===== src/hdl/mcdec_pkg.sv =====
package mcdec_pkg;

	localparam int ROW_W    = 8;
	localparam int CHK_W    = 5;
	localparam int HAM_W    = 4;
	localparam int MAX_ROWS = 4;
	localparam int DATA_W   = MAX_ROWS * ROW_W;
	localparam int RCHK_W   = MAX_ROWS * CHK_W;

	typedef enum logic {
		OP_ENCODE = 1'b0,
		OP_DECODE = 1'b1
	} op_t;

	// Hamming column patterns, bit h is row h of the check matrix
	localparam logic [HAM_W-1:0] HCOL [ROW_W] = '{
		4'h3, 4'h5, 4'h6, 4'h7, 4'h9, 4'hA, 4'hB, 4'hC
	};

	// What one correction lane found in its row
	typedef struct packed {
		logic             dbl;
		logic             fixed;
		logic [ROW_W-1:0] flip;
	} fix_res_t;

endpackage


===== src/hdl/mcdec_lane.sv =====
module mcdec_lane
	import mcdec_pkg::*;
(
	input  logic [ROW_W-1:0] row_bits,
	input  logic [CHK_W-1:0] stored,
	input  logic             decode,
	output logic [CHK_W-1:0] chk
);

	logic [HAM_W-1:0] syn;
	logic             par;

	always_comb begin
		syn = '0;
		par = 1'b0;
		for (int c = 0; c < ROW_W; c++) begin
			if (row_bits[c]) begin
				syn = syn ^ HCOL[c];
				par = ~par;
			end
		end
		chk = {par, syn} ^ (decode ? stored : '0);
	end

endmodule


===== src/hdl/mcdec_fix.sv =====
module mcdec_fix
	import mcdec_pkg::*;
(
	input  logic [CHK_W-1:0] chk,
	input  logic [ROW_W-1:0] col_syn,
	input  logic             decode,
	output fix_res_t         res
);

	logic [HAM_W-1:0] syn;

	assign syn = chk[HAM_W-1:0];

	// Take the first column pair, ascending, whose patterns combine to the syndrome
	always_comb begin
		logic found;
		found     = 1'b0;
		res.dbl   = decode && (syn != '0) && !chk[CHK_W-1];
		res.flip  = '0;
		for (int a = 0; a < ROW_W; a++) begin
			for (int b = a + 1; b < ROW_W; b++) begin
				if (res.dbl && !found && col_syn[a] && col_syn[b]
					&& ((HCOL[a] ^ HCOL[b]) == syn)) begin
					found     = 1'b1;
					res.flip[a] = 1'b1;
					res.flip[b] = 1'b1;
				end
			end
		end
		res.fixed = found;
	end

endmodule


===== src/hdl/matrix_code_double_error_corrector.sv =====
// Matrix-code ECC for a 32-bit word of 8-bit rows: each row carries four Hamming
// checks plus a row parity bit, and each column carries a parity bit over all rows.
// A transaction is accepted on every clock edge where start is high; busy is always
// low, so a new word may follow in every cycle. The result passes the stage one and
// stage two registers after acceptance and is valid for exactly one cycle while done
// is high; the receiver cannot stall it, so capture it then. Throughput is one word
// per cycle: stage one runs the per-row check lanes and merges the column parity,
// stage two runs the per-row pair-search correction lanes. Encode (opcode 0) returns
// the data with its row checks and column parity. Decode (opcode 1) returns row and
// column syndromes and flips, in each row flagged as a double error, the first column
// pair that explains its syndrome; single errors are reported through the syndromes
// but not corrected. DATA_ROWS sets how many rows are covered, at most the four rows
// of the 32-bit word; rows not covered pass through with zero checks.
module matrix_code_double_error_corrector
	import mcdec_pkg::*;
#(
	parameter int DATA_ROWS = 4
) (
	input  logic              clk,
	input  logic              arst_n,
	input  logic              start,
	output logic              busy,
	input  logic              opcode,
	input  logic [DATA_W-1:0] data_in,
	input  logic [RCHK_W-1:0] row_checks_in,
	input  logic [ROW_W-1:0]  col_parity_in,
	output logic              done,
	output logic [DATA_W-1:0] data_out,
	output logic [RCHK_W-1:0] row_checks_out,
	output logic [ROW_W-1:0]  col_parity_out,
	output logic [MAX_ROWS-1:0] double_rows,
	output logic [MAX_ROWS-1:0] fixed_rows
);

	// Rows past the word carry nothing, so only the rows inside it get a lane
	localparam int LANES = (DATA_ROWS > MAX_ROWS) ? MAX_ROWS : DATA_ROWS;

	logic              accept;
	logic              decode_in;
	logic [CHK_W-1:0]  chk_c [LANES];
	logic [ROW_W-1:0]  colp_c;

	logic              vld_s1;
	logic              dec_s1;
	logic [DATA_W-1:0] data_s1;
	logic [CHK_W-1:0]  chk_s1 [LANES];
	logic [ROW_W-1:0]  colp_s1;

	fix_res_t          res_c [LANES];
	logic [DATA_W-1:0] data_fix_c;
	logic [RCHK_W-1:0] rchk_c;
	logic [MAX_ROWS-1:0] dbl_c;
	logic [MAX_ROWS-1:0] fix_c;

	// No stall anywhere in the pipe: always ready
	assign busy      = 1'b0;
	assign accept    = start && !busy;
	assign decode_in = (opcode == OP_DECODE);

	// Stage one: one check lane per row
	for (genvar r = 0; r < LANES; r++) begin : g_chk
		mcdec_lane u_lane (
			.row_bits (data_in[r*ROW_W +: ROW_W]),
			.stored   (row_checks_in[r*CHK_W +: CHK_W]),
			.decode   (decode_in),
			.chk      (chk_c[r])
		);
	end

	// Merge: column parity over the covered rows, folded with the stored parity on decode
	always_comb begin
		colp_c = decode_in ? col_parity_in : '0;
		for (int r = 0; r < LANES; r++) begin
			colp_c = colp_c ^ data_in[r*ROW_W +: ROW_W];
		end
	end

	always_ff @(posedge clk or negedge arst_n) begin
		if (!arst_n) begin
			vld_s1 <= 1'b0;
		end else begin
			vld_s1 <= accept;
		end
	end

	// Payload of stage one: advance with every accepted transaction
	always_ff @(posedge clk) begin
		if (accept) begin
			dec_s1  <= decode_in;
			data_s1 <= data_in;
			colp_s1 <= colp_c;
			for (int r = 0; r < LANES; r++) begin
				chk_s1[r] <= chk_c[r];
			end
		end
	end

	// Stage two: one correction lane per row, all looking at the same column syndrome
	for (genvar r = 0; r < LANES; r++) begin : g_fix
		mcdec_fix u_fix (
			.chk     (chk_s1[r]),
			.col_syn (colp_s1),
			.decode  (dec_s1),
			.res     (res_c[r])
		);
	end

	// Assemble the result word; rows without a lane pass through with zero flags
	always_comb begin
		data_fix_c = data_s1;
		rchk_c     = '0;
		dbl_c      = '0;
		fix_c      = '0;
		for (int r = 0; r < LANES; r++) begin
			data_fix_c[r*ROW_W +: ROW_W] = data_s1[r*ROW_W +: ROW_W] ^ res_c[r].flip;
			rchk_c[r*CHK_W +: CHK_W]     = chk_s1[r];
			dbl_c[r]                     = res_c[r].dbl;
			fix_c[r]                     = res_c[r].fixed;
		end
	end

	always_ff @(posedge clk or negedge arst_n) begin
		if (!arst_n) begin
			done <= 1'b0;
		end else begin
			done <= vld_s1;
		end
	end

	// Result registers: hold the last result, done marks the one cycle it counts
	always_ff @(posedge clk) begin
		if (vld_s1) begin
			data_out       <= data_fix_c;
			row_checks_out <= rchk_c;
			col_parity_out <= colp_s1;
			double_rows    <= dbl_c;
			fixed_rows     <= fix_c;
		end
	end

endmodule


===== config.mk =====
export PLATFORM = sky130hd
export DESIGN_NAME = matrix_code_double_error_corrector
export DESIGN_NICKNAME = d
export VERILOG_FILES = /design/src/hdl/mcdec_pkg.sv /design/src/hdl/mcdec_lane.sv /design/src/hdl/mcdec_fix.sv /design/src/hdl/matrix_code_double_error_corrector.sv
export SDC_FILE = /design/constraint.sdc
export NUM_CORES = 1
export LEC_CHECK = 0
export ABC_AREA = 0
export BUFFER_PORTS_ARGS = -buffer_cell sky130_fd_sc_hd__clkbuf_2
export CORE_ASPECT_RATIO = 0.75
export CORE_MARGIN = 1
export CORE_UTILIZATION = 40
export DETAILED_ROUTE_END_ITERATION = 8
export GPL_ROUTABILITY_DRIVEN = 0
export PLACE_DENSITY = 0.67
export SETUP_SLACK_MARGIN = 0.05
export SLEW_MARGIN = 10
export SYNTH_ARGS = -nofsm -noshare
export SYNTH_HDL_FRONTEND = slang
export SYNTH_HIERARCHICAL = 1
export SYNTH_SLANG_ARGS = --single-unit

===== constraint.sdc =====
create_clock -name clk -period 3.3 [get_ports clk]
set_clock_uncertainty 0.05 [all_clocks]
set_input_delay 0.165 -clock clk [delete_from_list [all_inputs] [get_ports clk]]
set_output_delay 0.165 -clock clk [all_outputs]
set_load 0.01 [all_outputs]

# After elaboration in Yosys (flattened, before gate mapping)
# Memory sizes are Yosys's and may differ from the RTL's.
# Cells that the tools add are included.
[word_totals] ram_bits=20 ff_bits=111 memories=1 inputBits=64 word_cells=1085 output_inout_bits=70
[mem_list] name="chk_s1" depth=4 width=5 read_ports=4 rd_ports_with_merged_regs=0 wr=4 line_no="matrix_code_double_error_corrector.sv:46" source="logic [CHK_W-1:0] chk_s1 [LANES];"
[op_classes] n_eq_ne=60 n_reduce_logical=568 mux=375 n_bitwise=68
[ops] operator="1-bit logical AND" count=452
[ops] operator="1-bit two-way mux" count=310
[ops] operator="4-bit == test, first input constant" count=32
[ops] operator="1-bit logical NOT" count=112
[ops] operator="3-bit by 4-bit == test with 1-bit output, first input constant" count=16
[ops] operator="2-bit two-way mux" count=32
[ops] operator="4-bit two-way mux" count=16
[ops] operator="8-bit XOR" count=8
[ops] operator="3-bit two-way mux" count=12
[ops] operator="2-bit by 4-bit == test with 1-bit output, first input constant" count=8
[ops] operator="1-bit inverter" count=28
[ops] operator="2-bit inverter" count=12
[ops] operator="3-bit inverter" count=8
[ops] operator="5-bit two-way mux" count=4
[ops] operator="5-bit XOR" count=4
[ops] operator="1-bit by 4-bit == test with 1-bit output, first input constant" count=4
[ops] operator="1-bit inverter with 2-bit output" count=8
[ops] operator="4-bit nonzero test" count=4
[ops] operator="8-bit two-way mux" count=1

# Logic depth before layout (Yosys ltp)
# Gate-level depths: netlist (run 1).
# An unclocked memory read counts as a cell.
[logic_depth] word_depth=171 ltp_mapped=9 depth_no_buf=7

# By module
# Netlist (run 1), hierarchy kept.
[modules_own_cells] mod="matrix_code_double_error_corrector" instances=1 area_per_inst_um2=4570.6 cells_each=198 seq_area_each_um2=3923.8
[modules_own_cells] mod="mcdec_fix" instances=4 area_per_inst_um2=850.8 cells_each=131 seq_area_each_um2=0.0
[modules_own_cells] mod="mcdec_lane" instances=4 area_per_inst_um2=197.7 cells_each=23 seq_area_each_um2=0.0

# Worst setup path after synthesis (run 1)
# Ideal clock, no wire load.
[synth_path] kind="register -> register" startpoint="register colp_s1[3]" endpoint="register data_out[13], data pin" stages_incl_launch_ff=8 setup_time_ns=0.262 arrival_ns=2.014 period_less_slack_ns=2.326 path_buffers=0 required_time_ns=2.988 slack_ns=0.974 path_cell_list="edfxtp_1 > mux2_4 > nand3_2 > o221ai_2 > nor2b_1 > or4_1 > o211ai_1 > xor2_1"
[synth_lines] element="start, declared" line_no="matrix_code_double_error_corrector.sv:47" source="logic [ROW_W-1:0] colp_s1;"
[synth_lines] element="start signal, assigned" line_no="matrix_code_double_error_corrector.sv:91" source="colp_s1 <= colp_c;"
[synth_lines] element="end signal, assigned" line_no="matrix_code_double_error_corrector.sv:133" source="data_out <= data_fix_c;"
[synth_lines] element="end, declared" line_no="matrix_code_double_error_corrector.sv:28" source="output logic [DATA_W-1:0] data_out,"

==> impl_metrics.csv, run 1 <==
group,metric,value,unit
status,run_status,"finished, final reports clean",
route,antenna_violating_nets_post_route,0,
route,vias_per_cell,5.97,
critical_path,worst-path-max-fanout,23,
critical_path,worstSetupPathType,"reg2reg",
logic_synthesis,ys_seq_area_frac,0.448,
logic_synthesis,count_of_unique_library_cells_instantiated_by_yosys,55,
final_layout,area_of_the_multi_input_gates,0.00450,sq mm
timing,max_freq,0.345,GHz
final_layout,nets,1040,
placement,place_hpwl,18.4,mm
critical_path,worst-r2r-setup-slack,400,ps
grt,grt_pass1_vias,7066,
cts,post_cts.resized_instances,0,
timing,final-setup-viol-count,0,
final_layout,areaGrowthSynthToFinish,20.4,%
route,met1Wirelength,11.7,mm
logic_synthesis,seq_cells_post_synth,131,
route,detailedRoute.firstIterationViolations,1061,
critical_path,reg2reg_launch_point,"chk_s1[1][2]",
timing,finalWorstPathRequiredPeriod,2900,ps
floorplan,floorplan.io_pins,134,
timing,fin_crit_sh,0.878,
critical_path,cp_startpoint_kind,"flip-flop",
route,drt_pass1_iterations,9,
route,met2RoutedLength,11.1,mm
logic_synthesis,asyncSetResetFlopFracSynth,0.0153,
route,vias,7618,
cts,clk_latency,440,ps
pwr,power_per_cell_area,590,mW/mm^2
critical_path,critical_path_buf_inv_count,0,
final_layout,layout.core_utilization,0.496,
route,detail_route.wl_per_cell,21.0,microns
route,route.met3.wl,3.31,mm
logic_synthesis,synth-edff-count,129,
placement,place.detailed.instances,1226,
cts,cts-root-to-sink-buffers,2,
cts,cts_tree,"done",
final_layout,layout.cells.most_common,"sky130_fd_sc_hd__clkbuf_2",
final_layout,fillers,1953,
logic_synthesis,synth-warning-count,6,
critical_path,critical_path_data_arrival_time,3030,ps
critical_path,critical_path.cell_chain,"nand2_1 -> o311ai_0 -> nand3_1 -> a31oi_1 -> o21ai_0 -> xor2_1",
grt,gr-usage-all-layers,0.238,
critical_path,timing.reg2reg.worst_path_depth,6,
floorplan,floorplan.die.height,130,microns
logic_synthesis,syn-mean-instance-area,10.8,sq um
final_layout,share_of_post_route_cells_with_drive_strength_above_1,0.257,
critical_path,crit-reg2reg-capture,"data_out[11]",
timing,totalNegativeSetupSlack,0,ps
cts,clkTransAtPathRegs,60,ps
run,cap_viol_max_count,0,
floorplan,die_w,173,microns
grt,grt_pass1_wl,40.5,mm
timing,timing.slew.headroom,0.338,
pwr,ir_worst_vdd,0.423,mV
logic_synthesis,synth.cell_area,0.00876,sq mm
critical_path,worst-endpoint-required,3430,ps
timing,grt_setup_unrepaired,"no",
cts,cts_root_buffer,"sky130_fd_sc_hd__clkbuf_16",
final_layout,regArea,0.00393,sq mm
final_layout,final-instance-count-excl-fill,1277,
placement,place.port_buffers,132,
pwr,p_leak,4.03,nW
cts,clock_sink_count,131,
logic_synthesis,synth-main-ff-cell,"sky130_fd_sc_hd__edfxtp_1",
critical_path,worst_path_largest_cell_delay,850,ps
critical_path,crit_path_top_delay_cell,"sky130_fd_sc_hd__edfxtp_1",
route,totalWireLength,26.8,mm
floorplan,initial_core_util,0.412,
worst_hold_path,timing.hold.worst_path_depth,1,
route,top_layer_used,"met4",
worst_hold_path,class_of_the_tightest_hold_or_removal_check,"in2reg",
cts,clock_buffer_count_from_cts,17,
timing,hold_viol,0,
final_layout,layout.cells.most_common_list,"sky130_fd_sc_hd__clkbuf_2, sky130_fd_sc_hd__edfxtp_1, sky130_fd_sc_hd__nand2_1",
critical_path,crit_family,"compound AO/OA/AOI/OAI gates",
floorplan,floorplan.die_area,0.0225,sq mm
route,drc_errors,0,
final_layout,antennaDiodeCount,0,
grt,initial_antenna_violation_count,0,
worst_hold_path,holdPathEnd,"data_s1[2]",
floorplan,rows,46,
timing,tightest_slew,994,ps
cts,deepest_level_of_the_cts_h_tree,4,
logic_synthesis,synth_nets,878,
worst_hold_path,min_from,"data_in[2]",
logic_synthesis,syn-instance-count,814,
floorplan,core,0.0213,sq mm
timing,report.final.slew_viol_count,0,
grt,remaining_global_route_overflow,0,
grt,maximum_number_of_pins_on_one_net_before_global_route_repair,61,
pwr,p_total,6.23,mW
critical_path,worstSetupEndpointType,"flip-flop",
## logic make-up after synthesis
logic type / share of synthesized area
compound gates: 0.140
xor+xnor: 0.150
buf+inv: 0.0391
flops: 0.448
mux: 0.0211
other cells: 0.000428
simple gates: 0.201
## cell usage after synthesis, types with 13 or more instances
cell	n	area share
sky130_fd_sc_hd__xnor2_1	56	0.056
sky130_fd_sc_hd__edfxtp_1	129	0.44
sky130_fd_sc_hd__nor2_1	40	0.017
sky130_fd_sc_hd__buf_6	16	0.021
sky130_fd_sc_hd__nand2_1	80	0.034
sky130_fd_sc_hd__nor3_1	16	0.0091
sky130_fd_sc_hd__a31oi_1	16	0.011
sky130_fd_sc_hd__a21oi_1	28	0.016
sky130_fd_sc_hd__nor2b_1	16	0.011
sky130_fd_sc_hd__o22ai_1	16	0.011
sky130_fd_sc_hd__buf_2	13	0.0074
sky130_fd_sc_hd__nand3_1	68	0.039
sky130_fd_sc_hd__xor2_1	56	0.056
sky130_fd_sc_hd__o21ai_0	32	0.018
## sequential cells by signal (all words and copies together), names as in the netlist
register / flops
data_out: 32
row_checks_out: 20
data_s1: 32
vld_s1: 1
col_parity_out: 8
colp_s1: 8
fixed_rows: 4
double_rows: 4
dec_s1: 1
done: 1
chk_s1: 20
## layout make-up
class                      instances  share of cell area
sequential                       131               0.372
tap                              288              0.0341
clock inverter                    14              0.0145
inverter                          12             0.00427
clock buffer                      18              0.0407
timing repair buffer             185               0.108
multi-input combinational        629               0.426
## layer usage
| layer | vias to the layer above | global-route usage |
|---|---|---|
| li1 | 3384 | - |
| met1 | 3532 | 0.347 |
| met2 | 610 | 0.342 |
| met3 | 92 | 0.0609 |
| met4 | 0 | 0.0802 |
| met5 | - | 0 |
## stage by stage
step / instance area (sq um) / hold slack [ps] / setup slack (ps)
floorplan: 8760 / -181 / 974
global placement: 9780 / -96.2 / 564
detailed placement: 9780 / -94.5 / 565
CTS: 10600 / 4.29 / 508
global route: 10600 / 3.99 / 222
finish: 10600 / 4.38 / 403
## report_power, final
group	switching [mW]	total (mW)	internal [mW]
combinational	1.07	1.84	0.767
sequential	0.342	2.49	2.15
clock	0.783	1.90	1.12
total	2.19	6.23	4.03
## what timing repair did
| action | in CTS | in global routing |
|---|---|---|
| hold buffers | 19 | 0 |
| endpoints found under the hold margin | 20 | 0 |
| setup buffers | 0 | 0 |
## worst max path at each step
stage	startpoint	end	slack, ps	cells past startpoint
final	chk_s1[1][2]	data_out[11]	400	6
after detailed placement	chk_s1[1][2]	data_out[11]	560	6
after global placement	chk_s1[1][2]	data_out[11]	560	6
after CTS	chk_s1[1][2]	data_out[11]	510	6
after global routing	chk_s1[1][2]	data_out[11]	220	6
after floorplan	colp_s1[3]	data_out[13]	970	7
Power figures use the tool's default switching activity.
==> run 2, diff against run 1 <==
--- a/config.mk
+++ b/config.mk
@@ -12,6 +12,8 @@
 export CORE_UTILIZATION = 40
 export DETAILED_ROUTE_END_ITERATION = 8
 export GPL_ROUTABILITY_DRIVEN = 0
+export HOLD_SLACK_MARGIN = 0.06
+export MAX_ROUTING_LAYER = met4
 export PLACE_DENSITY = 0.67
 export SETUP_SLACK_MARGIN = 0.05
 export SLEW_MARGIN = 10
==> impl_metrics.csv, run 2 (same netlist as run 1, synthesis figures left out) <==
group,metric,value,unit
final_layout,nets,1055,
final_layout,areaGrowthSynthToFinish,22.1,%
grt,initial_antenna_violation_count,0,
floorplan,floorplan.die.height,130,microns
route,drt_pass1_iterations,9,
timing,fin_crit_sh,0.882,
cts,deepest_level_of_the_cts_h_tree,4,
pwr,power_frac_seq,0.398,
route,vias,7697,
final_layout,layout.cells.most_common_list,"sky130_fd_sc_hd__clkbuf_2, sky130_fd_sc_hd__edfxtp_1, sky130_fd_sc_hd__nand2_1",
final_layout,final-instance-count-excl-fill,1292,
route,detailedRoute.firstIterationViolations,963,
final_layout,antennaDiodeCount,0,
critical_path,worstSetupPathType,"reg2reg",
grt,maximum_number_of_pins_on_one_net_before_global_route_repair,61,
route,totalWireLength,26.9,mm
cts,clock_sink_count,131,
cts,post_cts.resized_instances,0,
route,drc_errors,1,
pwr,p_leak,4.09,nW
pwr,combinationalPowerShare,0.296,
timing,max_freq,0.344,GHz
final_layout,fillers,1929,
final_layout,share_of_post_route_cells_with_drive_strength_above_1,0.253,
pwr,p_total,6.24,mW
status,run_status,"complete, but fails checks",
floorplan,floorplan.io_pins,134,
placement,place_hpwl,18.4,mm
pwr,ir_worst_vdd,0.427,mV
timing,final-setup-viol-count,0,
floorplan,initial_core_util,0.412,
worst_hold_path,class_of_the_tightest_hold_or_removal_check,"in2reg",
critical_path,worstSetupEndpointType,"flip-flop",
cts,clk_latency,440,ps
placement,dpl_worst_slack,565,ps
critical_path,worst-path-max-fanout,23,
final_layout,layout_top_registers,"data_out (32), data_s1 (32)",
pwr,power.switching_fraction,0.352,
critical_path,worst-endpoint-required,3430,ps
route,detail_route.wl_per_cell,20.8,microns
cts,cts_tree,"done",
timing,tightest_slew,931,ps
route,vias_per_cell,5.96,
placement,place.port_buffers,132,
critical_path,critical_path_data_arrival_time,3040,ps
grt,grt_pass1_vias,7165,
critical_path,cp_startpoint_kind,"flip-flop",
pwr,power_frac_clock,0.305,
pwr,p_int,4.04,mW
run,cap_viol_max_count,0,
final_layout,layout.cells.most_common,"sky130_fd_sc_hd__clkbuf_2",
placement,place.detailed.instances,1226,
grt,remaining_global_route_overflow,0,
cts,clkTransAtPathRegs,60,ps
status,failed_checks,"design-rule violations",
floorplan,rows,46,
timing,report.final.slew_viol_count,0,
timing,hold_viol,0,
grt,grt_pass1_wl,40.8,mm
timing,timing.slew.headroom,0.380,
timing,post-route-worst-setup-slack,389,ps
pwr,power_per_cell_area,583,mW/mm^2
cts,clock_buffer_count_from_cts,17,
timing,grt_setup_unrepaired,"no",
floorplan,core,0.0213,sq mm
floorplan,die_w,173,microns
timing,finalWorstPathRequiredPeriod,2910,ps
cts,cts_root_buffer,"sky130_fd_sc_hd__clkbuf_16",
pwr,switching_power,2.20,mW
cts,post-cts-setup-buffer-count,0,
route,antenna_violating_nets_post_route,0,
timing,totalNegativeSetupSlack,0,ps
floorplan,floorplan.die_area,0.0225,sq mm
cts,cts.hold.buffers_added,34,
cts,cts-root-to-sink-buffers,2,
grt,gr-usage-all-layers,0.247,
==> run 2: changes by cell type in the layout (fill, tap and decap cells not counted) <==
cell | before | now
sky130_fd_sc_hd__dlygate4sd3_1 | 19 | 34
==> run 2: path summary, 6_finish.rpt <==
kind                              startpoint            endpoint  slack (ps)  depth (start not counted)
worst max-delay path            chk_s1[1][2]        data_out[11]         390                          6
worst min-delay path             data_in[21]         data_s1[21]         100                          1
worst max register to register  chk_s1[1][2]        data_out[11]         390                          6
worst min register to register  chk_s1[2][4]  row_checks_out[14]         450                          0
max in group asynchronous             arst_n              vld_s1        2510                          3
min in group asynchronous             arst_n                done         560                          3
==> run 2: layer usage <==
layer	vias up	routed length, microns	track usage	part of all wire
met4	0	690	0.0828	0.026
met3	87	3120	0.0559	0.12
met5	-	0	-	0
met1	3578	11900	0.348	0.44
met2	618	11200	0.347	0.42
li1	3414	-	-	-
==> run 2: layout make-up <==
cell class                 count  area [sq um]  area share
multi-input combinational    629          4500       0.420
sequential                   131          3930       0.367
timing repair buffer         200          1290       0.121
clock buffer                  18           429      0.0401
tap                          288           360      0.0337
clock inverter                14           153      0.0143
inverter                      12          45.0     0.00421
==> run 2: power groups by stage <==
| stage | logic (mW) | clock network [mW] | registers, mW |
|---|---|---|---|
| after floorplan | 1.20 | 0 | 2.44 |
| after global placement | 1.75 | 0 | 2.51 |
| after detailed placement | 1.75 | 0 | 2.50 |
| after CTS | 1.79 | 1.92 | 2.48 |
| after global routing | 1.95 | 1.98 | 2.52 |
| final | 1.85 | 1.91 | 2.49 |
==> run 2: through the flow <==
step                      cell area [sq um]  utilization  hold slack [ps]
after floorplan                        8760            -             -181
after global placement                 9780        0.459            -96.2
after detailed placement               9780        0.459            -94.5
after CTS                             10700        0.503             85.7
after global routing                  10700        0.503              102
final                                 10700        0.503              101
==> run 2: critical path: stages, from the launching register on <==
cell and delay [ps]:
sky130_fd_sc_hd__edfxtp_1 850, sky130_fd_sc_hd__nand2_1 350, sky130_fd_sc_hd__o311ai_0 540, sky130_fd_sc_hd__nand3_1 280, sky130_fd_sc_hd__a31oi_1 270, sky130_fd_sc_hd__o21ai_0 130
sky130_fd_sc_hd__xor2_1 180
